$ cat config.mk
export PLATFORM = sky130hd
export DESIGN_NAME = rbpm_cell
export DESIGN_NICKNAME = d
export VERILOG_FILES = /design/src/design/rbpm_pkg.sv /design/src/design/rbpm_cell.sv
export SDC_FILE = /design/constraint.sdc
export NUM_CORES = 1
export LEC_CHECK = 0
export ABC_AREA = 1
export BUFFER_PORTS_ARGS = -buffer_cell sky130_fd_sc_hd__buf_2
export CORE_MARGIN = 4
export CORE_UTILIZATION = 39
export CTS_CLUSTER_DIAMETER = 60
export CTS_CLUSTER_SIZE = 20
export DETAILED_ROUTE_END_ITERATION = 8
export GPL_TIMING_DRIVEN = 0
export PLACE_DENSITY = 0.83
export SYNTH_ARGS = -nofsm -noshare
export SYNTH_HDL_FRONTEND = slang
export SYNTH_SLANG_ARGS = --single-unit
$ cat constraint.sdc
create_clock -name clk -period 2.5 [get_ports clk]
set_input_delay 0 -clock clk [delete_from_list [all_inputs] [get_ports clk]]
set_output_delay 0 -clock clk [all_outputs]
set_load 0.03 [all_outputs]
$ cat src/design/rbpm_pkg.sv
// ----------------------------------------------------------------------------
// rbpm_pkg
// Shared types and constants of the robust burst pixel merge.
// ----------------------------------------------------------------------------
`default_nettype none

package rbpm_pkg;

  localparam int MAX_SAMPLES = 16;
  localparam int CNT_W       = $clog2(MAX_SAMPLES + 1);
  localparam int IDX_W       = $clog2(MAX_SAMPLES);

  localparam int VAL_W = 32;   // Q24.8 sample value
  localparam int WGT_W = 16;   // Q2.14 weight
  localparam int ACC_W = 52;   // sum of value * weight
  localparam int WSUM_W = 20;  // sum of weights

  localparam logic [14:0] Q14_ONE     = 15'd16384;
  localparam logic [15:0] MIN_WEIGHT  = 16'd164;
  localparam logic [35:0] GATE_FLOOR  = 36'd12288;  // 48.0 in Q24.8

  // register indexes
  localparam logic [2:0] REG_BLACK0 = 3'd0;
  localparam logic [2:0] REG_BLACK1 = 3'd1;
  localparam logic [2:0] REG_BLACK2 = 3'd2;
  localparam logic [2:0] REG_BLACK3 = 3'd3;
  localparam logic [2:0] REG_WHITE  = 3'd4;

  typedef enum logic [2:0] {
    WG_IDLE, WG_PREP, WG_DIV, WG_MUL1, WG_MUL2, WG_DONE
  } wgt_state_t;

  typedef enum logic [3:0] {
    ST_IDLE, ST_COND, ST_MED1, ST_MED2, ST_DEV, ST_MAD1, ST_MAD2,
    ST_GATE, ST_SUM, ST_DRAIN, ST_QSET, ST_QDIV, ST_FIN
  } rbpm_state_t;

  typedef struct packed {
    logic load;  // shift a new sample in from the lower neighbor
    logic rot;   // rotate toward cell 0
    logic ins;   // insert into the sorted key row
  } cell_ctl_t;

endpackage

`default_nettype wire

$ cat src/design/rbpm_cell.sv
// ----------------------------------------------------------------------------
// rbpm_cell
// One cell of the sample row: stored value, weight, deviation and one
// slot of the sorted key row.
// ----------------------------------------------------------------------------
`default_nettype none

module rbpm_cell (
  input  wire logic                clk,
  input  wire rbpm_pkg::cell_ctl_t ctl,
  input  wire logic [31:0]         load_val,
  input  wire logic [15:0]         load_wgt,
  input  wire logic [31:0]         rot_val,
  input  wire logic [15:0]         rot_wgt,
  input  wire logic [31:0]         rot_dev,
  input  wire logic [31:0]         ins_x,
  input  wire logic [31:0]         prev_key,
  input  wire logic                prev_gt,
  input  wire logic                occupied,
  output logic [31:0]              val,
  output logic [15:0]              wgt,
  output logic [31:0]              dev,
  output logic [31:0]              key,
  output logic                     gt
);

  // free slots count as larger than anything
  assign gt = !occupied || (key > ins_x);

  always_ff @(posedge clk) begin
    if (ctl.load) begin
      val <= load_val;
      wgt <= load_wgt;
    end else if (ctl.rot) begin
      val <= rot_val;
      wgt <= rot_wgt;
      dev <= rot_dev;
    end
    if (ctl.ins && gt) begin
      key <= prev_gt ? prev_key : ins_x;
    end
  end

endmodule

`default_nettype wire

# Word-level counts from Yosys, hierarchy flattened
# Index checks and enable logic that the tools add are counted.
[totals] regBits=112 latchBits=0 mem_bits_rw=0 rom_bits=0 elab_cells=16 mem_count=0
[classes] add_sub_neg=0 mul=0 div_mod_pow=0 magnitude_cmp=1 n_eq_ne=0 n_shift=0 n_mux=5 bitwise_logic=1 reduce_logical=5
[op_table] operator="$mux W32" n=3
[op_table] operator="$gt A32 B32 Y1" n=1
[op_table] operator="$mux W16" n=2
[op_table] operator="$reduce_and A2 Y1" n=1
[op_table] operator="$reduce_bool A2 Y1" n=1
[op_table] operator="$logic_and A1 B1 Y1" n=1
[op_table] operator="$logic_not A1 Y1" n=1
[op_table] operator="$logic_or A1 B1 Y1" n=1
[op_table] operator="$not A1 Y1" n=1

# Depth between registers and ports, before layout
[logic_depth] ltp_word=3 ltp_mapped=15 ltp_nobuf=15

# Worst setup path after synthesis
# Ideal clock, no wire load.
[synth_path] path_type="register -> register" start="reg key[31]" end="reg key[0] (enable)" setup_time_ns=0.400 t_arrival_ns=2.376 required_time_ns=2.100 path_slack_ns=-0.276 stages_incl_launch_ff=10 path_cell_list="edfxtp_1 -> ha_1 -> nand2_1 -> nor2_2 -> nand2_2 -> nor2_2 -> nand2_1 -> nand2_1 -> nand2_2 -> a21oi_2"
[synth_between] elab_chain_len=3
[synth_rtl] item="start: declaration" line_no="rbpm_cell.sv:23" rtl="output logic [31:0] key,"
[synth_rtl] item="start signal: assignment" line_no="rbpm_cell.sv:40" rtl="key <= prev_gt ? prev_key : ins_x;"
[synth_rtl] item="$gt A32 B32 Y1" line_no="rbpm_cell.sv:28" rtl="assign gt = !occupied || (key > ins_x);"
[synth_rtl] item="$logic_or A1 B1 Y1" line_no="rbpm_cell.sv:28"
[synth_rtl] item="$logic_and A1 B1 Y1" line_no="rbpm_cell.sv:39" rtl="if (ctl.ins && gt) begin"
# No other way between the ends.
# A chain may end at the register's enable or synchronous reset.

# Worst setup path in the final report
[layout_path] start="reg key[23]" end="reg key[16] (enable)"
# The elaborated chain is that of the path after synthesis.

==> flow_summary.html <==
<table>
<tr><th>Metric</th><th>Value</th></tr>
<tr><th colspan="2">CTS</th></tr>
<tr><td>Number of buffers created by CTS</td><td>9</td></tr>
<tr><td>Clock sink count</td><td>112</td></tr>
<tr><td>Clock latency of the later-clocked register in the worst-skew pair</td><td>0.34 ns</td></tr>
<tr><td>Clock transition at path regs</td><td>0.07 ns</td></tr>
<tr><td>CTS H-tree depth</td><td>3</td></tr>
<tr><td>Cell chosen for the clock root</td><td>sky130_fd_sc_hd__clkbuf_16</td></tr>
<tr><td>Worst-case clock buffer depth</td><td>2</td></tr>
<tr><td>CTS tree</td><td>yes</td></tr>
<tr><th colspan="2">Synth</th></tr>
<tr><td>Number of warning messages in the yosys log</td><td>0</td></tr>
<tr><td>Number of cells produced by synthesis</td><td>488</td></tr>
<tr><td>Synth Cell Area</td><td>5180 um^2</td></tr>
<tr><td>Register bit total from synthesis</td><td>112</td></tr>
<tr><td>Synth Net Count</td><td>718</td></tr>
<tr><td>Post-Syn Area per Cell</td><td>10.6 um^2</td></tr>
<tr><td>Share of the yosys chip area belonging to registers</td><td>0.649</td></tr>
<tr><td>Count of cell types in the netlist</td><td>23</td></tr>
<tr><th colspan="2">Critical path</th></tr>
<tr><td>Ordered cell list for the critical path</td><td>ha_1, nand2_2, nor2_4, nand2_1, nand3_1, a21oi_1, nand2_1, nand2_2, a21oi_4</td></tr>
<tr><td>Critical path start-end classification</td><td>reg -&gt; reg</td></tr>
<tr><td>Slowest CP cell</td><td>sky130_fd_sc_hd__a21oi_4</td></tr>
<tr><td>Highest net fanout along the worst path</td><td>16</td></tr>
<tr><td>Slowest Stage Delay on Critical Path</td><td>0.51 ns</td></tr>
<tr><td>Required time of the critical path</td><td>2.48 ns</td></tr>
<tr><td>Arrival @ worst endpoint</td><td>2.37 ns</td></tr>
<tr><td>Crit path launch type</td><td>flip-flop</td></tr>
<tr><td>CP endpoint kind</td><td>flip-flop</td></tr>
<tr><th colspan="2">Floorplan</th></tr>
<tr><td>Floorplan core area</td><td>12800 um^2</td></tr>
<tr><td>Die Ht</td><td>123 um</td></tr>
<tr><td>Total Die Area</td><td>15200 um^2</td></tr>
<tr><td>Row cnt</td><td>41</td></tr>
<tr><td>Die X-Extent</td><td>123 um</td></tr>
<tr><td>Top-level port count</td><td>311</td></tr>
<tr><td>Starting density of the core</td><td>0.404</td></tr>
<tr><th colspan="2">Job</th></tr>
<tr><td>Count of maximum capacitance violations</td><td>0</td></tr>
<tr><th colspan="2">Layout</th></tr>
<tr><td>Commonest non-fill, non-tap cell in the layout</td><td>sky130_fd_sc_hd__buf_2</td></tr>
<tr><td>Utilization of the core after routing</td><td>0.695</td></tr>
<tr><td>Highest-count cells in the layout ignoring fill and taps</td><td>sky130_fd_sc_hd__buf_2 (314), sky130_fd_sc_hd__nand2_1 (212), sky130_fd_sc_hd__dlygate4sd3_1 (163)</td></tr>
<tr><td>Diodes inserted</td><td>0</td></tr>
<tr><td>Synth-to-layout area growth</td><td>72.0%</td></tr>
<tr><td>Final layout net count</td><td>1203</td></tr>
<tr><td>Fraction of layout cells with a size suffix above 1</td><td>0.354</td></tr>
<tr><th colspan="2">STA</th></tr>
<tr><td>Headroom to the max-slew limit</td><td>0.405</td></tr>
<tr><td>Final setup viols</td><td>0</td></tr>
<tr><td>Slew @ Worst Pin</td><td>0.890 ns</td></tr>
<tr><td>Unrepaired setup endpoints after global routing</td><td>no</td></tr>
<tr><td>Setup total negative slack</td><td>0 ns</td></tr>
<tr><td>Worst clock skew</td><td>0.00489 ns</td></tr>
<tr><td>Final min period</td><td>2.39 ns</td></tr>
<tr><td>Final period util</td><td>0.957</td></tr>
<tr><td>Max Freq</td><td>418 MHz</td></tr>
<tr><td>Final hold violations</td><td>0</td></tr>
<tr><td>Number of max-slew violations in the final report</td><td>0</td></tr>
<tr><th colspan="2">Global route</th></tr>
<tr><td>Total routing resource utilization after global routing</td><td>0.263</td></tr>
<tr><td>Via count of the first global-routing pass</td><td>5811</td></tr>
<tr><td>Wire length of the first global-routing pass</td><td>29800 um</td></tr>
<tr><td>Initial antenna violation count</td><td>0</td></tr>
<tr><td>Pin count of the biggest net entering global routing</td><td>39</td></tr>
<tr><td>Total global routing overflow</td><td>0</td></tr>
<tr><th colspan="2">Routing</th></tr>
<tr><td>First-pass iteration count of the detailed router</td><td>5</td></tr>
<tr><td>Number of DRC violations after detailed routing</td><td>0</td></tr>
<tr><td>Iteration-0 DRC Markers</td><td>386</td></tr>
<tr><td>Post-Route WL</td><td>20500 um</td></tr>
<tr><td>Via density</td><td>4.92</td></tr>
<tr><td>Detail Route Antenna Nets</td><td>0</td></tr>
<tr><td>Average wire per standard cell</td><td>17.8 um</td></tr>
<tr><td>Count of vias placed by the detailed router</td><td>5653</td></tr>
<tr><th colspan="2">Pwr</th></tr>
<tr><td>Proportion of power drawn by the clock network</td><td>0.268</td></tr>
<tr><td>Peak supply drop</td><td>0.000341 V</td></tr>
<tr><td>P_sw</td><td>1.52 mW</td></tr>
<tr><td>P_int</td><td>3.48 mW</td></tr>
<tr><td>P per Cell Area</td><td>560 nW/um^2</td></tr>
<tr><td>Sw Share</td><td>0.304</td></tr>
<tr><td>Standby leakage power</td><td>4.38 nW</td></tr>
<tr><td>Share of power burned in registers</td><td>0.466</td></tr>
<tr><td>Share of power burned in combinational logic</td><td>0.266</td></tr>
<tr><th colspan="2">Placed design</th></tr>
<tr><td>HPWL Detailed</td><td>12400 um</td></tr>
<tr><td>Final weighted congestion in routability-driven placement</td><td>0.832</td></tr>
<tr><td>Count of port buffers added during placement</td><td>308</td></tr>
<tr><th colspan="2">Hold path</th></tr>
<tr><td>Kind of path behind the tightest hold check</td><td>in -&gt; reg</td></tr>
<tr><th colspan="2">Status</th></tr>
<tr><td>Outcome</td><td>finished clean</td></tr>
</table>
-- cell type report --
type,count,area (um^2)
fillers,869,3910
well taps,172,215
inverters,43,161
multi-input cells,316,1610
repair buffers,473,3210
clock inverters,6,41.3
flip-flops and latches,112,3360
clock buffers,10,229
plain buffers,18,78.8
-- worst max-delay path: cells and delay by family, from the launching register on --
kind	cells	cell delay, ns
AO/OA/AOI/OAI	2	0.62
adder cells (fa/ha/maj)	1	0.35
flip-flops	1	0.42
AND/OR/NAND/NOR	6	0.61
-- layer usage --
layer,wire [um],vias to the layer above,part of all wire,global-route usage
li1,-,2593,-,-
met5,0,-,0,0
met3,1830,70,0.089,0.0517
met2,10800,387,0.53,0.492
met4,1030,0,0.050,0.146
met1,6870,2603,0.33,0.271
-- synth_stat cells --
library cell,instances,area (um^2)
sky130_fd_sc_hd__nand2_1,213,800
sky130_fd_sc_hd__clkbuf_1,11,41.3
sky130_fd_sc_hd__nand2_2,3,18.8
sky130_fd_sc_hd__a21oi_2,1,8.76
sky130_fd_sc_hd__ha_1,32,400
sky130_fd_sc_hd__edfxtp_1,112,3360
sky130_fd_sc_hd__a21o_1,1,7.51
sky130_fd_sc_hd__nor2_1,8,30.0
sky130_fd_sc_hd__nor2_2,4,25.0
sky130_fd_sc_hd__o21ai_0,32,160
sky130_fd_sc_hd__o21ai_1,1,5.00
sky130_fd_sc_hd__nor2_4,1,11.3
sky130_fd_sc_hd__clkinv_1,1,3.75
sky130_fd_sc_hd__mux2_2,1,11.3
sky130_fd_sc_hd__nand4_1,1,6.26
sky130_fd_sc_hd__buf_2,6,30.0
sky130_fd_sc_hd__inv_2,2,7.51
sky130_fd_sc_hd__nand4_2,1,12.5
sky130_fd_sc_hd__o21a_1,1,7.51
sky130_fd_sc_hd__nand3_1,2,10.0
sky130_fd_sc_hd__buf_4,1,7.51
sky130_fd_sc_hd__a21oi_1,13,65.1
sky130_fd_sc_hd__inv_1,40,150
-- sequential cells by signal, indices dropped and copies added, names as in the netlist --
name,count
dev,32
key,32
val,32
wgt,16
-- logic make-up (layout without fill, tap and decap cells) --
group / count (synthesis) / in the layout / share of synthesized area
DFF: 112 / 112 / 0.649
AOI/OAI and AO/OA: 49 / 50 / 0.0490
and+or+nand+nor: 233 / 233 / 0.176
adders and majority gates: 32 / 32 / 0.0773
buffers and inverters: 61 / 550 / 0.0464
muxes: 1 / 1 / 0.00217
-- power by group through the flow --
| stage | combinational [mW] | clock (mW) | sequential [mW] |
|---|---|---|---|
| 2_1_floorplan | 0.276 | 0 | 2.70 |
| 3_3_place_gp | 1.02 | 0 | 2.36 |
| 3_5_place_dp | 1.04 | 0 | 2.36 |
| 4_1_cts | 1.27 | 1.36 | 2.32 |
| 5_1_grt | 1.41 | 1.45 | 2.34 |
| 6_report | 1.33 | 1.34 | 2.33 |
-- worst paths after layout --
check | startpoint | endpoint | slack, ns | depth (start not counted)
worst max-delay path | key[23] | key[16] | 0.11 | 9
worst min-delay path | ins_x[7] | key[7] | 0.03 | 3
worst max register to register | key[23] | key[16] | 0.11 | 9
worst min register to register | key[1] | key[31] | 1.32 | 6
-- through the flow --
stage               instances  area, um^2  power, mW  setup WS, ns  hold WS, ns
floorplan                 488        5190       2.98         0.102       0.0989
global placement          968        6950       3.37        -0.199        0.177
detailed placement        969        6980       3.40        -0.172        0.178
CTS                      1149        8890       4.95         0.124      0.00439
global route             1150        8910       5.20        0.0190       0.0365
finish                   1150        8910       5.00         0.107       0.0262
-- timing repair --
action | in CTS | in global routing
hold buffers | 163 | 0
pin swaps | 1 | 1
hold endpoints to repair | 111 | 0
gates resized for setup | 1 | 0
endpoints found under the setup margin | 32 | 16
buffers inserted | 0 | 1
gates cloned | 1 | 0
Power figures use the tool's default switching activity.
