==> config.mk <==
export PLATFORM = sky130hd
export DESIGN_NAME = rbpm_wgt
export DESIGN_NICKNAME = d
export VERILOG_FILES = /design/src/design/rbpm_pkg.sv /design/src/design/rbpm_wgt.sv
export SDC_FILE = /design/constraint.sdc
export NUM_CORES = 2
export LEC_CHECK = 0
export BUFFER_PORTS_ARGS = -buffer_cell sky130_fd_sc_hd__buf_2
export CAP_MARGIN = 20
export CORE_MARGIN = 2
export CORE_UTILIZATION = 45
export CTS_CLUSTER_DIAMETER = 120
export DETAILED_ROUTE_END_ITERATION = 6
export PLACE_DENSITY = 0.65
export SLEW_MARGIN = 5
export SYNTH_ARGS = -nofsm -noshare
export SYNTH_HDL_FRONTEND = slang
export SYNTH_SLANG_ARGS = --single-unit
==> constraint.sdc <==
create_clock -name clk -period 10.6 [get_ports clk]
set_input_delay 0.53 -clock clk [delete_from_list [all_inputs] [get_ports clk]]
set_output_delay 0.53 -clock clk [all_outputs]
set_load 0.1 [all_outputs]
==> src/design/rbpm_pkg.sv <==
// ----------------------------------------------------------------------------
// rbpm_pkg
// Shared types and constants of the robust burst pixel merge.
// ----------------------------------------------------------------------------
`default_nettype none

package rbpm_pkg;

  localparam int MAX_SAMPLES = 16;
  localparam int CNT_W       = $clog2(MAX_SAMPLES + 1);
  localparam int IDX_W       = $clog2(MAX_SAMPLES);

  localparam int VAL_W = 32;   // Q24.8 sample value
  localparam int WGT_W = 16;   // Q2.14 weight
  localparam int ACC_W = 52;   // sum of value * weight
  localparam int WSUM_W = 20;  // sum of weights

  localparam logic [14:0] Q14_ONE     = 15'd16384;
  localparam logic [15:0] MIN_WEIGHT  = 16'd164;
  localparam logic [35:0] GATE_FLOOR  = 36'd12288;  // 48.0 in Q24.8

  // register indexes
  localparam logic [2:0] REG_BLACK0 = 3'd0;
  localparam logic [2:0] REG_BLACK1 = 3'd1;
  localparam logic [2:0] REG_BLACK2 = 3'd2;
  localparam logic [2:0] REG_BLACK3 = 3'd3;
  localparam logic [2:0] REG_WHITE  = 3'd4;

  typedef enum logic [2:0] {
    WG_IDLE, WG_PREP, WG_DIV, WG_MUL1, WG_MUL2, WG_DONE
  } wgt_state_t;

  typedef enum logic [3:0] {
    ST_IDLE, ST_COND, ST_MED1, ST_MED2, ST_DEV, ST_MAD1, ST_MAD2,
    ST_GATE, ST_SUM, ST_DRAIN, ST_QSET, ST_QDIV, ST_FIN
  } rbpm_state_t;

  typedef struct packed {
    logic load;  // shift a new sample in from the lower neighbor
    logic rot;   // rotate toward cell 0
    logic ins;   // insert into the sorted key row
  } cell_ctl_t;

endpackage

`default_nettype wire

==> src/design/rbpm_wgt.sv <==
// ----------------------------------------------------------------------------
// rbpm_wgt
// Sample conditioning: black subtract, exposure scale, shadow and
// highlight confidence (bit-serial divides), weight.
// ----------------------------------------------------------------------------
`default_nettype none

module rbpm_wgt (
  input  wire logic        clk,
  input  wire logic        rst,
  input  wire logic        start,
  input  wire logic [15:0] raw,
  input  wire logic [15:0] black,
  input  wire logic [15:0] white,
  input  wire logic [23:0] scale,
  input  wire logic [14:0] fw,
  output logic             done,
  output logic [31:0]      val,
  output logic [15:0]      wgt
);

  rbpm_pkg::wgt_state_t state, state_next;

  logic [15:0] signal, range_r;
  logic [15:0] rem_sh;
  logic [17:0] rem_hi, div_hi;
  logic [13:0] q_sh, q_hi;
  logic        sat_sh, sat_hi;
  logic [3:0]  cnt;
  logic [14:0] w1;

  logic [15:0] sig_c, rng_c, sclip_c, dif_c;
  logic [20:0] s25_c, d25_c;
  logic [17:0] d3_c;
  logic [16:0] t_sh;
  logic [18:0] t_hi;
  logic [14:0] sh_c, hi_c;
  logic [29:0] p1_c, p2_c;
  logic [40:0] v_c;
  logic [15:0] wv_c;

  always_comb begin
    sig_c   = (raw > black) ? 16'(raw - black) : 16'd0;
    rng_c   = (white > black) ? 16'(white - black) : 16'd1;
    sclip_c = (sig_c < rng_c) ? sig_c : rng_c;
    dif_c   = 16'(rng_c - sclip_c);
    s25_c   = 21'(sig_c) * 21'd25;
    d25_c   = 21'(dif_c) * 21'd25;
    d3_c    = 18'(rng_c) * 18'd3;
    t_sh    = {rem_sh, 1'b0};
    t_hi    = {rem_hi, 1'b0};
    sh_c    = sat_sh ? rbpm_pkg::Q14_ONE : {1'b0, q_sh};
    hi_c    = sat_hi ? rbpm_pkg::Q14_ONE : {1'b0, q_hi};
    p1_c    = 30'(sh_c) * 30'(hi_c);
    p2_c    = 30'(w1) * 30'(fw);
    v_c     = 41'(signal) * 41'(scale) + 41'd128;
    wv_c    = p2_c[29:14];
  end

  always_comb begin
    state_next = state;
    unique case (state)
      rbpm_pkg::WG_IDLE: if (start) state_next = rbpm_pkg::WG_PREP;
      rbpm_pkg::WG_PREP: state_next = rbpm_pkg::WG_DIV;
      rbpm_pkg::WG_DIV:  if (cnt == 4'd13) state_next = rbpm_pkg::WG_MUL1;
      rbpm_pkg::WG_MUL1: state_next = rbpm_pkg::WG_MUL2;
      rbpm_pkg::WG_MUL2: state_next = rbpm_pkg::WG_DONE;
      rbpm_pkg::WG_DONE: state_next = rbpm_pkg::WG_IDLE;
      default:           state_next = rbpm_pkg::WG_IDLE;
    endcase
  end

  always_comb begin
    done = (state == rbpm_pkg::WG_DONE);
  end

  always_ff @(posedge clk) begin
    if (rst) begin
      state <= rbpm_pkg::WG_IDLE;
    end else begin
      state <= state_next;
    end
  end

  always_ff @(posedge clk) begin
    unique case (state)
      rbpm_pkg::WG_PREP: begin
        signal  <= sig_c;
        range_r <= rng_c;
        div_hi  <= d3_c;
        sat_sh  <= s25_c >= 21'(rng_c);
        sat_hi  <= d25_c >= 21'(d3_c);
        rem_sh  <= s25_c[15:0];
        rem_hi  <= d25_c[17:0];
        cnt     <= 4'd0;
      end
      rbpm_pkg::WG_DIV: begin
        if (t_sh >= {1'b0, range_r}) begin
          rem_sh <= 16'(t_sh - {1'b0, range_r});
          q_sh   <= {q_sh[12:0], 1'b1};
        end else begin
          rem_sh <= t_sh[15:0];
          q_sh   <= {q_sh[12:0], 1'b0};
        end
        if (t_hi >= {1'b0, div_hi}) begin
          rem_hi <= 18'(t_hi - {1'b0, div_hi});
          q_hi   <= {q_hi[12:0], 1'b1};
        end else begin
          rem_hi <= t_hi[17:0];
          q_hi   <= {q_hi[12:0], 1'b0};
        end
        cnt <= 4'(cnt + 4'd1);
      end
      rbpm_pkg::WG_MUL1: begin
        w1  <= p1_c[28:14];
        val <= v_c[39:8];
      end
      rbpm_pkg::WG_MUL2: begin
        wgt <= (wv_c < rbpm_pkg::MIN_WEIGHT) ? rbpm_pkg::MIN_WEIGHT : wv_c;
      end
      default: begin
      end
    endcase
  end

endmodule

`default_nettype wire

==> Word-level counts from Yosys, hierarchy flattened <==
Index checks and enable logic that the tools add are counted.
Widths: inputs -> output; s select.
{ "totals": {"register_bits": 184, "input_bits": 90, "output_inout_bits": 49, "elab_cells": 61} }
{ "classes": {"add_sub_neg": 7, "mul": 6, "n_lt_le_gt_ge": 8, "eq_ne": 8, "mux": 15, "n_reduce_logical": 3} }
{ "op_table": {"columns": ["operator", "n"], "rows": [
  ["$mux 16", 4],
  ["$sub 16x16->16", 4],
  ["$mul 16x5->21 const B", 2],
  ["$add 40x8->40 const B", 1],
  ["$mul 16x24->40", 1],
  ["$pmux 18 s2", 1],
  ["$gt 16x16->1", 2],
  ["$pmux 16 s2", 1],
  ["$mul 15x15->30", 1],
  ["$mux 15", 2],
  ["$mul 15x15->29", 1],
  ["$ge 21x16->1", 1],
  ["$ge 21x18->1", 1],
  ["$ge 19x18->1", 1],
  ["$mul 16x2->18 const B", 1],
  ["$mux 18", 1],
  ["$sub 18x18->18", 1],
  ["$ge 17x16->1", 1],
  ["$lt 16x16->1", 1],
  ["$lt 16x8->1 const B", 1],
  ["$pmux 3 s5", 1],
  ["$pmux 4 s2", 1],
  ["$eq 3x2->1 const B", 2],
  ["$eq 3x3->1 const B", 2],
  ["other kinds (9)", 12]
]} }

==> Depth between registers and ports, before layout <==
{ "depth": {"ltp_word": 7, "depth_mapped": 52} }

==> Least setup slack after synthesis <==
OpenSTA, ideal clock, no wires.
{ "synth_timing": {"path_type": "input port to flip-flop", "from": "in raw[0]", "to": "reg sat_hi (data pin)", "setup_time_ns": 0.271, "t_arrival_ns": 9.641, "required_ns": 10.329, "slack_ns": 0.688, "path_stages": 51, "n_path_buf": 2, "path_cell_list": "inv_1 ha_1 inv_1 fa_1 a21o_1 a21oi_1 nor2_1 o31ai_1 a21oi_1 o31ai_1 a211oi_1 clkbuf_1 and2_1 ha_1 nor2b_1 o21ai_0 nand2b_1 a21o_1 [15 not listed] ha_1 ha_1 inv_1 fa_1 inv_1 ha_1 nand3_1 a21oi_1 nor3_1 xnor2_1 ha_1 a21o_1 a21o_1 a21oi_1 o21ai_0 a21oi_1 o211a_1 o2111ai_1"} }
{ "synth_via": {"elab_chain_cells": 7, "word_cells_on_any_way": 8, "classes_between": "add/sub: 2; mul: 1; order compare: 3; mux: 2"} }
{ "synth_rtl": {"columns": ["element", "line", "text"], "rows": [
  ["start: declaration", "rbpm_wgt.sv:12", "input wire logic [15:0] raw,"],
  ["$sub 16x16->16 / $gt 16x16->1 (equally long branches)", "rbpm_wgt.sv:43", "sig_c = (raw > black) ? 16'(raw - black) : 16'd0;"],
  ["$mux 16 *", "rbpm_wgt.sv:43", null],
  ["$lt 16x16->1", "rbpm_wgt.sv:45", "sclip_c = (sig_c < rng_c) ? sig_c : rng_c;"],
  ["$mux 16 *", "rbpm_wgt.sv:45", null],
  ["$sub 16x16->16 *", "rbpm_wgt.sv:46", "dif_c = 16'(rng_c - sclip_c);"],
  ["$mul 16x5->21 *", "rbpm_wgt.sv:48", "d25_c = 21'(dif_c) * 21'd25;"],
  ["$ge 21x18->1 *", "rbpm_wgt.sv:92", "sat_hi <= d25_c >= 21'(d3_c);"],
  ["end signal: assignment", "rbpm_wgt.sv:92", null],
  ["end: declaration", "rbpm_wgt.sv:28", "logic sat_sh, sat_hi;"]
]} }
Every way passes the cells marked *; elsewhere a longest branch is shown, timed or not.
A chain may end at the register's enable or synchronous reset.

==> Worst setup path after layout <==
Same ends and word-level chain as after synthesis.

==> summary.md <==
| Metric | Value |
|---|---|
| Outcome | `completed` |
| IO Count | `~140` |
| CTS buffer count | `17` |
| Async SR Flop Fraction | `0%` |
| Initial Util | `a little under half` |
| DIE AREA | `around 0.094 sq mm` |
| Max_slew headroom | `a little over a fifth` |
| Synth warn | `0` |
| CTS Hold Buffers Added | `0` |
| Worst setup margin | `roughly 0.71 ns` |
| Syn Inst Count | `4,545` |
| Die height | `307 um` |
| Post-synthesis simple-gate area fraction | `16.3%` |
| Hold Fails Final Rpt | `0` |
| Post-Synth XOR/XNOR Area | `3.39%` |
| Buffers on Ports | `138` |
| Gr usage total | `between 20% and 30%` |
| Routed vias/inst | `about 5.3` |
| Area Overhead vs Synth | `6.50%` |
| DRC | `0` |
| Nets | `5,922` |
| 1st-pass router iterations | `6` |
| CTS tree | `done` |
| R2r endpoint | `w1[14]` |
| Slowest CP cell | `fa_1` |
| Hold depth | `2` |
| Tcrit/Tclk final | `between 90 and 100%` |
| Placer Congestion | `~0.94` |
| Mean area per synthesized cell | `9.11 sq um` |
| Vias in the first global route | `32,200` |
| # fillers | `~8,700` |
| Worst Path Arrival | `10.12 ns` |
| H-tree depth | `4` |
| Register area share after synthesis | `13.2%` |
| Worst Hold Endpoint | `state[2]` |
| Worst Tran Pin Value | `~1.2 ns` |
| Root buf cell | `clkbuf_16` |
| CP endpoint kind | `flop` |
| Post-Synth Adder-Cell Area | `49.0%` |
| Count of final setup violators | `0` |
| Finished Layout Cells | `slightly below 6,000` |
| Routed wire length | `99,600 um` |
| Crit path from | `raw[0]` |
| Via Count | `between 30,000 and 40,000` |
| Iteration-0 DRC Markers | `1,820` |
| Mux share of post-synthesis cell area | `less than 1%` |
| Layout cell share with drive strength beyond 1 | `under 10%` |
| HPWL Detailed | `between 70,000 and 80,000 um` |
| FF-to-FF Start | `sat_hi` |
| GRT overflow | `0` |
| Post-synth EDFFs | `180` |
| Worst slack, placed | `0.230 ns` |
| Post-CTS Setup Inserts | `0` |
| Netlist cell types | `84` |
| Antenna viol nets, final | `0` |
| Mapped Nets | `around 5,900` |
| Clk sinks | `roughly 180` |
| Initial antenna violation count | `1` |
| Max-Cap Viols | `0` |
| Critical path launch point type | `input port` |
| Synthesized flop and latch total | `approximately 180` |
| Worst-path clk slew | `roughly 0.080 ns` |
| Clock Latency Late Sink | `about 0.5 ns` |
| Register-to-Register Path Depth | `21` |
| Layout Skew | `around 0.011 ns` |
| Routed len/inst | `approximately 17 um` |
| Unrepaired setup endpoints after global routing | `false` |
| Post-synthesis cell area | `between 0.04 and 0.05 sq mm` |
| Core ar. | `slightly above 0.09 sq mm` |
| Synth Flop Type | `edfxtp_1` |
| Largest net degree at the start of global routing | `between 50 and 60` |
| Req. time, crit path | `between 10 and 15 ns` |
| Post-CTS sizing | `0` |
| FF-to-FF setup slack | `between 3 and 4 ns` |
| # placed instances | `5,778` |
| Max Clock Freq | `between 100 and 150 MHz` |
| Clk buf depth | `2` |
| Hold Startpoint | `rst` |
| First-pass GRT wire length | `between 150,000 and 200,000 um` |
| CP max stage delay | `0.52 ns` |
| CP Max Fanout | `19` |
| Chip Width | `307 um` |
| WS Path Type | `in -> reg` |
| Post-layout min period | `9.89 ns` |
| Worst hold path type | `in -> reg` |
| Final slew viol count | `0` |
| Setup TNS Final | `0 ns` |
| Num rows | `111` |
| Post-synthesis compound-gate area fraction | `around 8.1%` |
| Largest family of logic cells by synthesized area | `adder cells` |
## registers in the layout (all words and copies together), names as in the netlist
| name | cells |
|---|---|
| q_sh | 14 |
| range_r | 16 |
| q_hi | 14 |
| signal | 16 |
| cnt | 4 |
| w1 | 15 |
| rem_hi | 18 |
| rem_sh | 16 |
| state | 3 |
| sat_sh | 1 |
| val | 32 |
| sat_hi | 1 |
| div_hi | 17 |
| wgt | 16 |
## cell families after synthesis
| group | Yosys count |
|---|---|
| flops | 183 |
| simple gates | 1422 |
| fa+ha+maj | 1221 |
| compound gates | 502 |
| buf+inv | 1029 |
| xor+xnor | 160 |
| mux | 28 |
## per-layer routing
| layer | global-route usage [%] | share of wire (%) | vias to the layer above | wire length (um) |
|---|---|---|---|---|
| li1 | - | - | 14500 | - |
| met1 | 29.8 | 45 | 15400 | 45100 |
| met2 | 37.4 | 48 | 714 | 48100 |
| met3 | 2.41 | 4.3 | 119 | 4280 |
| met4 | 5.63 | 2.1 | 0 | 2130 |
| met5 | 0 | 0 | - | 0 |
## worst max path at each step
stage / cells past startpoint / slack, ns / end
CTS: 50 / 0.74 / sat_hi
detailed placement: 50 / 0.23 / sat_hi
global placement: 52 / 0.41 / sat_hi
floorplan: 51 / 0.69 / sat_hi
global route: 52 / 0.02 / sat_hi
finish: 51 / 0.71 / sat_hi
## metrics by stage
stage | area [sq um] | utilization (%) | hold WS [ns]
2_1_floorplan | 41400 | - | 0.418
3_3_place_gp | 43400 | 47.5 | 0.433
3_5_place_dp | 43500 | 47.6 | 0.430
4_1_cts | 44100 | 48.2 | 0.262
5_1_grt | 44100 | 48.2 | 0.276
6_report | 44100 | 48.2 | 0.300
## critical path, delay by kind of cell
kind / cells / cell delay (ns)
xor+xnor: 2 / 0.38
simple gates: 7 / 1.27
mux: 1 / 0.22
fa+ha+maj: 10 / 3.01
buf+inv: 7 / 0.57
compound gates: 24 / 4.11
## cells in the final DEF, fill, tap and decap left out, drive strengths merged, types with 11 or more instances in the layout
cell type / instances
a211oi: 26
a21boi: 11
a21o: 65
a21oi: 136
a31oi: 13
and2: 274
and3: 18
buf: 192
clkbuf: 17
edfxtp: 180
fa: 664
ha: 557
inv: 890
mux2i: 23
nand2: 614
nand2b: 46
nand3: 39
nand4: 29
nor2: 241
nor2b: 65
nor3: 44
o211ai: 16
o21a: 26
o21ai: 101
o21bai: 19
o31ai: 12
or3: 14
xnor2: 103
xor2: 57
## area by class of cell
type                    instances  area, sq um  area share [%]
flip-flops and latches        183         5470            12.4
diodes                          1         2.50         0.00568
clock inverters                15          181           0.412
well taps                    1186         1480            3.37
clock buffers                  17          425           0.965
inverters                     884         3320            7.53
repair buffers                192         1100            2.50
multi-input cells            3333        32100            72.8
## synthesized netlist by cell type (all sizes together), types with 26 or more instances
cell      n  area (sq um)
clkbuf  139           522
nand2   614          2300
nand4    29           181
nor2    241           907
a211oi   26           200
nor3     44           231
ha      557          6970
edfxtp  180          5410
a21oi   136           688
o21a     26           195
fa      664         13300
xnor2   103           902
o21ai   101           517
inv     884          3320
xor2     57           499
nor2b    65           409
nand2b   46           288
a21o     65           488
and2    274          1710
nand3    39           195
Power is left out: the tool's default activity adds up to more than one toggle a clock period on the data nets, which glitch-free logic cannot reach.
