==> src/design/rbpm_div.sv <==
// ----------------------------------------------------------------------------
// rbpm_div
// Restoring divider, one quotient bit per cycle, 32-bit quotient.
// ----------------------------------------------------------------------------
`default_nettype none

module rbpm_div (
  input  wire logic        clk,
  input  wire logic        rst,
  input  wire logic        start,
  input  wire logic [51:0] num,
  input  wire logic [19:0] den,
  output logic             done,
  output logic [31:0]      quo
);

  logic        busy;
  logic [4:0]  cnt;
  logic [19:0] rem;
  logic [31:0] nlo;
  logic [20:0] t;
  logic        ge;

  // caller guarantees num[51:32] < den, so the quotient fits 32 bits
  assign t  = {rem, nlo[31]};
  assign ge = t >= {1'b0, den};

  always_ff @(posedge clk) begin
    if (rst) begin
      busy <= 1'b0;
      done <= 1'b0;
    end else begin
      done <= 1'b0;
      if (start) begin
        busy <= 1'b1;
      end else if (busy && cnt == 5'd31) begin
        busy <= 1'b0;
        done <= 1'b1;
      end
    end
  end

  always_ff @(posedge clk) begin
    if (start) begin
      rem <= num[51:32];
      nlo <= num[31:0];
      cnt <= 5'd0;
    end else if (busy) begin
      rem <= ge ? 20'(t - {1'b0, den}) : t[19:0];
      nlo <= {nlo[30:0], 1'b0};
      quo <= {quo[30:0], ge};
      cnt <= 5'(cnt + 5'd1);
    end
  end

endmodule

`default_nettype wire

==> config.mk <==
export PLATFORM = sky130hd
export DESIGN_NAME = rbpm_div
export DESIGN_NICKNAME = d
export VERILOG_FILES = /design/src/design/rbpm_div.sv
export SDC_FILE = /design/constraint.sdc
export NUM_CORES = 1
export LEC_CHECK = 0
export ABC_CLOCK_PERIOD_IN_PS = 5190
export BUFFER_PORTS_ARGS = -buffer_cell sky130_fd_sc_hd__clkbuf_2
export CORE_ASPECT_RATIO = 2
export CORE_MARGIN = 2
export CORE_UTILIZATION = 45
export CTS_CLUSTER_SIZE = 28
export DETAILED_ROUTE_END_ITERATION = 7
export PLACE_DENSITY = 0.79
export SLEW_MARGIN = 20
export SYNTH_ARGS = -nofsm -noshare
export SYNTH_HDL_FRONTEND = slang
export SYNTH_SLANG_ARGS = --single-unit
==> constraint.sdc <==
create_clock -name clk -period 5.19 [get_ports clk]
set_input_delay 0.519 -clock clk [delete_from_list [all_inputs] [get_ports clk]]
set_output_delay 0.519 -clock clk [all_outputs]
set_load 0.01 [all_outputs]
### After elaboration in Yosys (flattened, before gate mapping)

Cells that the tools add are included.

| word-level totals | value |
|---|---|
| register bits after elaboration | 91 |
| input bits | 75 |
| output and inout port bits | 33 |
| logic and storage cells | 24 |

| cells by class | value |
|---|---|
| add/subtract/negate cells | 2 |
| $lt $le $gt $ge | 1 |
| equality and inequality tests | 1 |
| muxes and demuxes | 8 |
| bitwise gates (word level) | 1 |
| reductions and logical operators | 5 |

Operators with widths:

| cell | number |
|---|---|
| $mux W32 | 2 |
| $mux W20 | 3 |
| $ge A21 B20 Y1 | 1 |
| $sub A20 B20 Y20 | 1 |
| $add A5 B1 Y5 const B | 1 |
| $eq A5 B5 Y1 const B | 1 |
| $reduce_bool A2 Y1 | 2 |
| $mux W1 | 3 |
| $reduce_and A2 Y1 | 1 |
| $reduce_or A2 Y1 | 1 |
| $logic_and A1 B1 Y1 | 1 |
| $not A1 Y1 | 1 |

### Longest topological paths before layout

Gate-level depths: netlist of the first run.

| depth | value |
|---|---|
| depth after elaboration | 4 |
| mapped depth | 12 |
| depth with buffers taken out | 11 |

### Least setup slack after synthesis of the first run

Ideal clock, no wire load.

| timing | value |
|---|---|
| path kind | input -> register |
| start point | input port den[16] |
| end point | register rem[16] (data pin) |
| library setup time | 261 ps |
| arrival time | 2562 ps |
| slack | 2367 ps |
| cell stages on the path | 11 |
| path buffers | 3 |
| cell sequence | inv_1 -> ha_1 -> buf_6 -> a21o_1 -> a21oi_2 -> a21oi_1 -> or4b_1 -> buf_6 -> and2_4 -> buf_6 -> a221o_1 |

| between the ends | value |
|---|---|
| word-level cells in the longest chain between the ends | 4 |

Ends and longest elaborated chain:

| element | RTL line | text |
|---|---|---|
| from (decl) | 12 | `input wire logic [19:0] den,` |
| $sub A20 B20 Y20 / $ge A21 B20 Y1 (equally long branches) | 49, 26 |  |
| $mux W20 * | 49 | `rem <= ge ? 20'(t - {1'b0, den}) : t[19:0];` |
| $mux W20 * | 48 | `end else if (busy) begin` |
| $mux W20 * | 44 | `if (start) begin` |
| to (signal assigned) | 45 | `rem <= num[51:32];` |
| to (signal assigned) | 49 |  |
| to (decl) | 19 | `logic [19:0] rem;` |

Mark *: on every way between the ends. The rest lies on a longest branch, timed or not. The select of a mux whose other input is x is not followed.
A chain may end at the register's enable or synchronous reset.

### Worst setup path in the final report of the first run

| timing | value |
|---|---|
| start point | register rem[7] |
| end point | register rem[16] (data pin) |

| between the ends | value |
|---|---|
| word-level cells in the longest chain between the ends | 4 |

Ends and longest elaborated chain:

| element | RTL line |
|---|---|
| $sub A20 B20 Y20 / $ge A21 B20 Y1 (equally long branches) | 49, 26 |
| $mux W20 * | 49 |
| $mux W20 * | 48 |
| $mux W20 * | 44 |

Marked as above.

==> results of run 1 <==
-- registers in the layout (all words and copies together), names as in the netlist --
name,flops
cnt,5
busy,1
quo,32
rem,20
nlo,32
done,1
-- cell usage after synthesis, drive strengths merged, types with 6 or more instances --
cell,n,share of area (%)
a21oi,23,2.8
mux2i,10,2.1
o21ai,11,1.1
a221o,7,1.5
nor2,28,2.2
ha,22,5.7
buf,10,1.4
nand3,8,0.83
clkbuf,11,0.85
dfxtp,7,2.9
a21o,9,1.4
inv,23,1.8
xnor2,11,2.0
edfxtp,84,52
nor3b,6,0.93
mux2,31,7.2
nand2,20,1.6
-- per-stage QoR --
step                      total power, mW  worst slack (ns)  hold WS (ns)  cell area (sq um)  cells
after detailed placement             1.60              1.58         0.436               5450    619
after global routing                 2.35              1.75         0.336               5760    635
after floorplan                      1.45              2.37         0.467               4830    393
after CTS                            2.26              1.79         0.335               5760    635
after global placement               1.57              1.67         0.437               5450    619
final                                2.23              1.93         0.346               5760    635
-- logic make-up (layout without fill, tap and decap cells) --
logic type               Yosys count  after routing
AND/OR/NAND/NOR                   93             93
AO/OA/AOI/OAI                     85             85
buffers and inverters             44            149
adder cells (fa/ha/maj)           23             23
flip-flops                        91             91
XOR/XNOR                          16             16
multiplexers                      41             41
-- worst register-to-register path: cells and delay by family, from the launching register on --
kind	cells	cell delay (ns)
AOI/OAI and AO/OA	5	0.89
and+or+nand+nor	2	1.32
DFF	1	0.40
adders and majority gates	1	0.40
-- layer usage --
layer,track usage (%),share of wire (%),up-vias
met4,8.66,2.8,0
met2,32.7,53,104
li1,-,-,1683
met5,0,0,-
met1,19.0,38,1620
met3,5.16,5.6,21
-- power by group through the flow --
stage               combinational (mW)  sequential, mW  clock [mW]
floorplan                        0.504           0.945           0
global placement                 0.618           0.954           0
detailed placement               0.638           0.957           0
CTS                              0.642           0.942       0.675
global route                     0.706           0.951       0.696
finish                           0.638           0.941       0.651
-- path summary, 6_finish.rpt --
check / to / slack (ns) / start / depth (start not counted)
max: rem[16]$_DFFE_PP_ / 1.93 / rem[7]$_DFFE_PP_ / 8
min: busy$_SDFFE_PP0P_ / 0.35 / rst / 2
max reg2reg: rem[16]$_DFFE_PP_ / 1.93 / rem[7]$_DFFE_PP_ / 8
min reg2reg: quo[31]$_DFFE_PP_ / 0.46 / quo[30]$_DFFE_PP_ / 0
-- area by class of cell --
cell class              instances  area [sq um]
flip-flops and latches         91          2660
repair buffers                110           558
multi-input cells             258          1980
fillers                       937          4720
clock inverters                 7          80.1
inverters                      23          86.3
well taps                     137           171
clock buffers                   9           225
==> results.json, run 1 <==
{
  "yosys.area_share.xor_xnor_pct": 2.90,
  "share_comb_of_total_power_pct": 28.6,
  "top_level_ports": 108,
  "clock_path_buffers": 2,
  "vias": 3428,
  "timing.final.crit_share_pct": 62.7,
  "worst_path_largest_cell_delay_ns": 0.98,
  "timing.critical_path.cells": "ha_1, a21oi_2, o21ai_1, a41oi_1, a211oi_1, or4b_2, and2_4, a221o_1",
  "postSynth.topFlopCell": "edfxtp_1",
  "first_global_vias": 3569,
  "clk-insertion-delay-late_ns": 0.34,
  "detail_route.vias_per_cell": 5.40,
  "worst_setup_hold_path_clk_slew_ns": 0.07,
  "timing.final.max_slew_violations": 0,
  "hold_path_class": "in2reg",
  "ant_nets": 0,
  "dp_hpwl_um": 7580,
  "final.setup.tns_ns": 0,
  "max_capacitance_violation_count": 0,
  "critPathLaunchType": "register",
  "run_status": "finished, final reports clean",
  "synthSimpleGateAreaFrac_pct": 9.89,
  "worst_slew_pin_slew_ns": 0.736,
  "power.share.switching_pct": 31.3,
  "critPathArrivalTime_ns": 3.35,
  "die_y_um": 151,
  "synth_enable_flop_cells": 84,
  "clock_tree.root_cell": "clkbuf_16",
  "cts_inserted_buffers": 9,
  "yosys-mux-area-fraction_pct": 9.30,
  "layout_commonest_cell": "clkbuf_2",
  "port_buffers": 107,
  "final_layout_size_suffix_gt1_share_pct": 33.7,
  "maxClockFrequency_mhz": 307,
  "die_footprint_sq_um": 11600,
  "final-hold-violation-count": 0,
  "synthToLayoutAreaGrowth_pct": 19.2,
  "ctsResizeCount": 0,
  "detailedRoute.firstPassIterationCount": 4,
  "drt_iter0_markers": 101,
  "syn_area_per_cell_sq_um": 12.3,
  "start_util_pct": 46.1,
  "final.setup_skew_ns": 0.00715,
  "power_leakage_nw": 2.41,
  "ctsHoldBuffers": 0,
  "gate_family_responsible_for_the_most_delay_along_the_worst_path": "simple AND/OR/NAND/NOR gates",
  "synth-compound-area-share_pct": 12.6,
  "mappedNetlistNets": 491,
  "placer_congestion": 0.924,
  "ir_drop_mv": 0.286,
  "gr-usage-all-layers_pct": 18.0,
  "largest_family_of_logic_cells_by_synthesized_area": "compound AO/OA/AOI/OAI gates",
  "endpoint_kind": "register",
  "critPathBufInv": 0,
  "grt_start_max_net_pins": 53,
  "cts.sink_count": 91,
  "final-setup-viol-count": 0,
  "standard_cell_rows": 53,
  "utilization_pct": 55.0,
  "synth_seq_area_share_pct": 55.1,
  "asyncSetResetFlopFracSynth_pct": 0,
  "h-tree-depth": 3,
  "grt_setup_unrepaired": "no",
  "adder_cell_share_of_the_synthesized_area_pct": 6.11,
  "power_density_nw_per_um2": 387,
  "ys_seq_elements": 91,
  "post_synth_inst_count": 393,
  "critical_path_class": "reg2reg",
  "slew_headroom_pct": 50.9,
  "synth.yosys.warnings": 0,
  "netlist-cell-type-count": 59,
  "die-width_um": 77.3,
  "top_library_cells_by_usage_in_the_layout_fill_and_taps_aside": "107 x clkbuf_2, 84 x edfxtp_1, 31 x mux2_2, 28 x nor2_1, 23 x inv_1",
  "globalRoute.totalOverflow": 0,
  "num_antenna_cells": 0,
  "postCtsSetupBuffers": 0,
  "routed_wl_um": 10100,
  "syn-cell-area_sq_um": 4830,
  "p_int_mw": 1.53,
  "worstPathMaxFanout": 28,
  "first_pass_grt_wire_length_um": 16500,
  "wl_per_cell_um": 15.8,
  "worst-endpoint-required_ns": 5.28,
  "core_area_sq_um": 10500,
  "grt_antenna_before_repair": 0,
  "cts_tree": "yes",
  "psw_uw": 698,
  "min_period_ns": 3.26,
  "power.sequential.fraction_pct": 42.2,
  "final_nets": 591,
  "pwr-share-clk_pct": 29.2,
  "cpMaxStageDelayCell": "or4b_2",
  "detail_route.drc_violations": 0
}
Power figures use the tool's default switching activity.
==> run 2, diff against run 1 <==
Settings changed: ABC_CLOCK_PERIOD_IN_PS 5190 to 3300.
Clock period 5.19 ns to 3.3 ns, I/O delays scaled along.
==> run 2 against run 1 <==
Compared with the run above: utilization rose by 0.73 points; via count rose by 1.1%; combinational power rose by 65%; count of clock-buffer cells in the layout did not move; register-to-register slack got worse by 1.6 ns; cell count rose by 0.63%; first-iteration DRC count rose by 110%; non-clock buffer count rose by 4; largest power group unchanged; cell area rose by 1.3%; clock power rose by 77%.
==> results.json, run 2 (synthesis gave the netlist of run 1 again) <==
{
  "max_capacitance_violation_count": 0,
  "clk-insertion-delay-late_ns": 0.35,
  "worst_setup_hold_path_clk_slew_ns": 0.07,
  "drt_iter0_markers": 208,
  "clock_path_buffers": 2,
  "grt_antenna_before_repair": 0,
  "gate_family_responsible_for_the_most_delay_along_the_worst_path": "compound AO/OA/AOI/OAI gates",
  "cts.sink_count": 91,
  "worstHoldStart": "rst",
  "critPathArrivalTime_ns": 3.04,
  "grt_setup_unrepaired": "no",
  "num_antenna_cells": 0,
  "dp_hpwl_um": 8080,
  "worstPathMaxFanout": 3,
  "final.setup.tns_ns": 0,
  "endpoint_kind": "register",
  "clock_tree.root_cell": "clkbuf_16",
  "critical_path_class": "reg2reg",
  "ctsHoldBuffers": 0,
  "power_leakage_nw": 2.46,
  "worst_slew_pin_slew_ns": 0.675,
  "start_util_pct": 46.1,
  "placer_congestion": 0.955,
  "gr-usage-all-layers_pct": 19.1,
  "die_footprint_sq_um": 11600,
  "hold_path_class": "in2reg",
  "final-hold-violation-count": 0,
  "detail_route.drc_violations": 0,
  "top_library_cells_by_usage_in_the_layout_fill_and_taps_aside": "107 x clkbuf_2, 84 x edfxtp_1, 31 x mux2_2, 28 x nor2_1, 23 x inv_1",
  "worst-endpoint-required_ns": 3.39,
  "critPathLaunchType": "register",
  "min_path_cells": 2,
  "utilization_pct": 55.7,
  "top_layer_used": "met4",
  "wl_per_cell_um": 16.4,
  "cts_inserted_buffers": 9,
  "worst_path_most_repeated_cell": "inv_1",
  "first_global_vias": 3632,
  "detailedRoute.firstPassIterationCount": 4,
  "final.fill_count": 912,
  "final-setup-viol-count": 0,
  "maxClockFrequency_mhz": 339,
  "ff2ff_path_depth": 10,
  "port_buffers": 107,
  "ctsResizeCount": 0,
  "fin_area_sq_um": 5840,
  "layout_commonest_cell": "clkbuf_2",
  "top_level_ports": 108,
  "crit_path_start": "nlo[31]$_DFFE_PP_",
  "cpMaxStageDelayCell": "a221oi_1",
  "final_layout_size_suffix_gt1_share_pct": 34.1,
  "worst_path_largest_cell_delay_ns": 0.48,
  "timing.final.max_slew_violations": 0,
  "vias": 3465,
  "dr_wl_met3_um": 566,
  "worst-path-stages": 10,
  "grt_start_max_net_pins": 37,
  "largestRegisters": "nlo (32), quo (32), rem (20)",
  "globalRoute.totalOverflow": 0,
  "critPathBufInv": 2,
  "post_dp_cell_area_sq_um": 5500,
  "ir_drop_mv": 0.418,
  "die-width_um": 77.3,
  "run_status": "finished, final reports clean",
  "synthToLayoutAreaGrowth_pct": 20.8,
  "slew_headroom_pct": 55.0,
  "critical_path.reg2reg.startpoint": "nlo[31]$_DFFE_PP_",
  "core_area_sq_um": 10500,
  "detail_route.wirelength.met1_um": 3990,
  "wl_met2_um": 5680,
  "first_pass_grt_wire_length_um": 17200,
  "final.setup_skew_ns": 0.00707,
  "min_period_ns": 2.95,
  "timing.final.crit_share_pct": 89.4,
  "postCtsSetupBuffers": 0,
  "final_nets": 595,
  "detail_route.vias_per_cell": 5.42,
  "power_density_nw_per_um2": 630,
  "routed_wl_um": 10500,
  "standard_cell_rows": 53,
  "die_y_um": 151,
  "cts_tree": "yes",
  "h-tree-depth": 3,
  "timing.critical_path.cells": "inv_1, ha_1, inv_1, fa_1, a21o_1, a221oi_1, a21oi_2, a21oi_1, xnor2_1, a221o_1",
  "ant_nets": 0
}
run 2: cell type report:
cell class / count / area (sq um) / share of cell area (%)
inverter: 23 / 86.3 / 1.48
clock buffer: 9 / 225 / 3.86
multi-input combinational: 258 / 1980 / 33.9
tap: 137 / 171 / 2.94
clock inverter: 7 / 114 / 1.95
timing repair buffer: 114 / 601 / 10.3
sequential: 91 / 2660 / 45.6
run 2: stage by stage:
step           instances  setup slack [ns]  total power [mW]  hold WS [ns]
6_report             639             0.349              3.67         0.156
5_1_grt              639             0.122              3.86         0.145
4_1_cts              639             0.392              3.71         0.145
3_5_place_dp         623             0.408              2.54         0.438
3_3_place_gp         623             0.459              2.51         0.437
2_1_floorplan        393             0.660              2.28         0.399
run 2: worst register-to-register path: stages (launching register included):
cell and delay, ns:
edfxtp_1 0.39, inv_1 0.07, ha_1 0.17, inv_1 0.07, fa_1 0.40, a21o_1 0.22
a221oi_1 0.48, a21oi_2 0.15, a21oi_1 0.32, xnor2_1 0.11, a221o_1 0.32
run 2: final timing paths:
path                       endpoint  slack, ns
setup / recovery  rem[14]$_DFFE_PP_       0.35
hold / removal    busy$_SDFFE_PP0P_       0.16
setup reg to reg  rem[14]$_DFFE_PP_       0.35
hold reg to reg   quo[27]$_DFFE_PP_       0.45
run 2: per-layer routing:
metal  global-route usage [%]  vias to the layer above
met5                        0                        -
met4                     9.29                        0
met3                     4.14                       17
met2                     34.6                      129
met1                     20.8                     1625
li1                         -                     1694
run 2: where the power goes:
part	switching, mW	internal, mW
combinational	0.582	0.466
clock	0.461	0.687
sequential	0.0592	1.42
total	1.10	2.57
==> run 3, diff against run 2 <==
Settings changed: CORE_UTILIZATION 45 to 55, PLACE_DENSITY 0.79 to 0.92.
==> run 3 against run 2 <==
Compared with the run above: count of clock-buffer cells in the layout up 1; routed wire length increased by 6.5%; sequential share of layout area is 0.70 points higher.
==> results.json, run 3 (synthesis gave the netlist of run 1 again) <==
{
  "detail_route.drc_violations": 0,
  "hold_path_class": "in2reg",
  "p_int_mw": 2.51,
  "ir_drop_mv": 0.360,
  "final.setup.tns_ns": 0,
  "largestRegisters": "nlo (32), quo (32), rem (20)",
  "wl_per_cell_um": 18.5,
  "power.sequential.fraction_pct": 40.9,
  "drt_iter0_markers": 253,
  "post_dp_cell_area_sq_um": 5430,
  "synthToLayoutAreaGrowth_pct": 19.0,
  "worst_slew_pin_slew_ns": 0.598,
  "cts_inserted_buffers": 9,
  "layout_commonest_cell": "clkbuf_2",
  "clk-insertion-delay-late_ns": 0.34,
  "ctsHoldBuffers": 0,
  "die_footprint_sq_um": 9590,
  "routed_wl_um": 11100,
  "standard_cell_rows": 48,
  "cts_tree": "yes",
  "whs_ns": 0.156,
  "final.setup_skew_ns": 0.00526,
  "detail_route.vias_per_cell": 5.99,
  "psw_mw": 1.13,
  "maxClockFrequency_mhz": 343,
  "die-width_um": 70.3,
  "timing.final.crit_share_pct": 88.4,
  "dp_hpwl_um": 8090,
  "core_area_sq_um": 8590,
  "critical_path_class": "reg2reg",
  "top_library_cells_by_usage_in_the_layout_fill_and_taps_aside": "107 x clkbuf_2, 84 x edfxtp_1, 31 x mux2_2, 28 x nor2_1, 23 x inv_1",
  "cts.sink_count": 91,
  "globalRoute.totalOverflow": 0,
  "placer_congestion": 0.895,
  "detailedRoute.firstPassIterationCount": 5,
  "power_leakage_nw": 2.44,
  "clock_tree.root_cell": "clkbuf_16",
  "min_period_ns": 2.92,
  "slew_headroom_pct": 60.1,
  "grt_antenna_before_repair": 0,
  "grt_setup_unrepaired": "no",
  "timing.final.max_slew_violations": 0,
  "vias": 3597,
  "postCtsSetupBuffers": 0,
  "max_capacitance_violation_count": 0,
  "grt_start_max_net_pins": 52,
  "utilization_pct": 66.9,
  "placed_cell_count": 585,
  "final-instance-count-excl-fill": 601,
  "ant_nets": 0,
  "endpoint_kind": "register",
  "pwr-share-clk_pct": 30.4,
  "critPathArrivalTime_ns": 3.00,
  "first_global_vias": 3612,
  "final_nets": 594,
  "clock_path_buffers": 2,
  "num_antenna_cells": 0,
  "worstPathMaxFanout": 3,
  "start_util_pct": 56.2,
  "port_buffers": 107,
  "share_comb_of_total_power_pct": 28.7,
  "gr-usage-all-layers_pct": 24.1,
  "power_density_nw_per_um2": 632,
  "worst_setup_hold_path_clk_slew_ns": 0.07,
  "run_status": "finished, final reports clean",
  "critPathLaunchType": "register",
  "fin_area_sq_um": 5750,
  "first_pass_grt_wire_length_um": 17700,
  "top_level_ports": 108,
  "final-setup-viol-count": 0,
  "power.share.switching_pct": 31.0,
  "final-hold-violation-count": 0,
  "die_y_um": 137,
  "final_layout_size_suffix_gt1_share_pct": 33.9,
  "ctsResizeCount": 0,
  "h-tree-depth": 3,
  "worst-endpoint-required_ns": 3.38
}
## run 3: power groups by stage
| stage | Clock, mW | Sequential (mW) | Combinational (mW) |
|---|---|---|---|
| global placement | 0 | 1.50 | 0.984 |
| detailed placement | 0 | 1.51 | 1.02 |
| finish | 1.10 | 1.48 | 1.04 |
| CTS | 1.11 | 1.48 | 1.03 |
| global route | 1.16 | 1.50 | 1.15 |
| floorplan | 0 | 1.49 | 0.792 |
## run 3: per-stage QoR
| step | total power [mW] | worst slack [ns] |
|---|---|---|
| 2_1_floorplan | 2.28 | 0.660 |
| 3_3_place_gp | 2.48 | 0.468 |
| 3_5_place_dp | 2.52 | 0.409 |
| 4_1_cts | 3.63 | 0.410 |
| 5_1_grt | 3.80 | 0.222 |
| 6_report | 3.63 | 0.381 |
## run 3: worst paths after layout
kind                       end              start  cells after the start  slack (ns)
max          rem[18]$_DFFE_PP_  nlo[31]$_DFFE_PP_                     11        0.38
min reg2reg  quo[11]$_DFFE_PP_  quo[10]$_DFFE_PP_                      0        0.45
min          busy$_SDFFE_PP0P_                rst                      2        0.16
max reg2reg  rem[18]$_DFFE_PP_  nlo[31]$_DFFE_PP_                     11        0.38
## run 3: cell type report
cell class / count / area, sq um
tap: 100 / 125
timing repair buffer: 113 / 581
sequential: 91 / 2660
clock buffer: 10 / 239
inverter: 23 / 86.3
fill: 634 / 2840
multi-input combinational: 258 / 1980
clock inverter: 6 / 78.8
## run 3: layer usage
metal  GRT usage [%]  routed length (um)
met1            27.6                4290
met2            42.5                5890
met3            5.23                 645
met4            11.1                 308
met5               0                   0
## run 3: worst max-delay path, cell delays in order, from the launching register on
cell and delay [ns]:
edfxtp_1 0.39, inv_1 0.07, ha_1 0.15, inv_1 0.05
fa_1 0.40, a21o_1 0.23, a221oi_1 0.44, a21oi_2 0.15
a21oi_1 0.37, or4_1 0.18, and4_1 0.17, o31ai_1 0.07
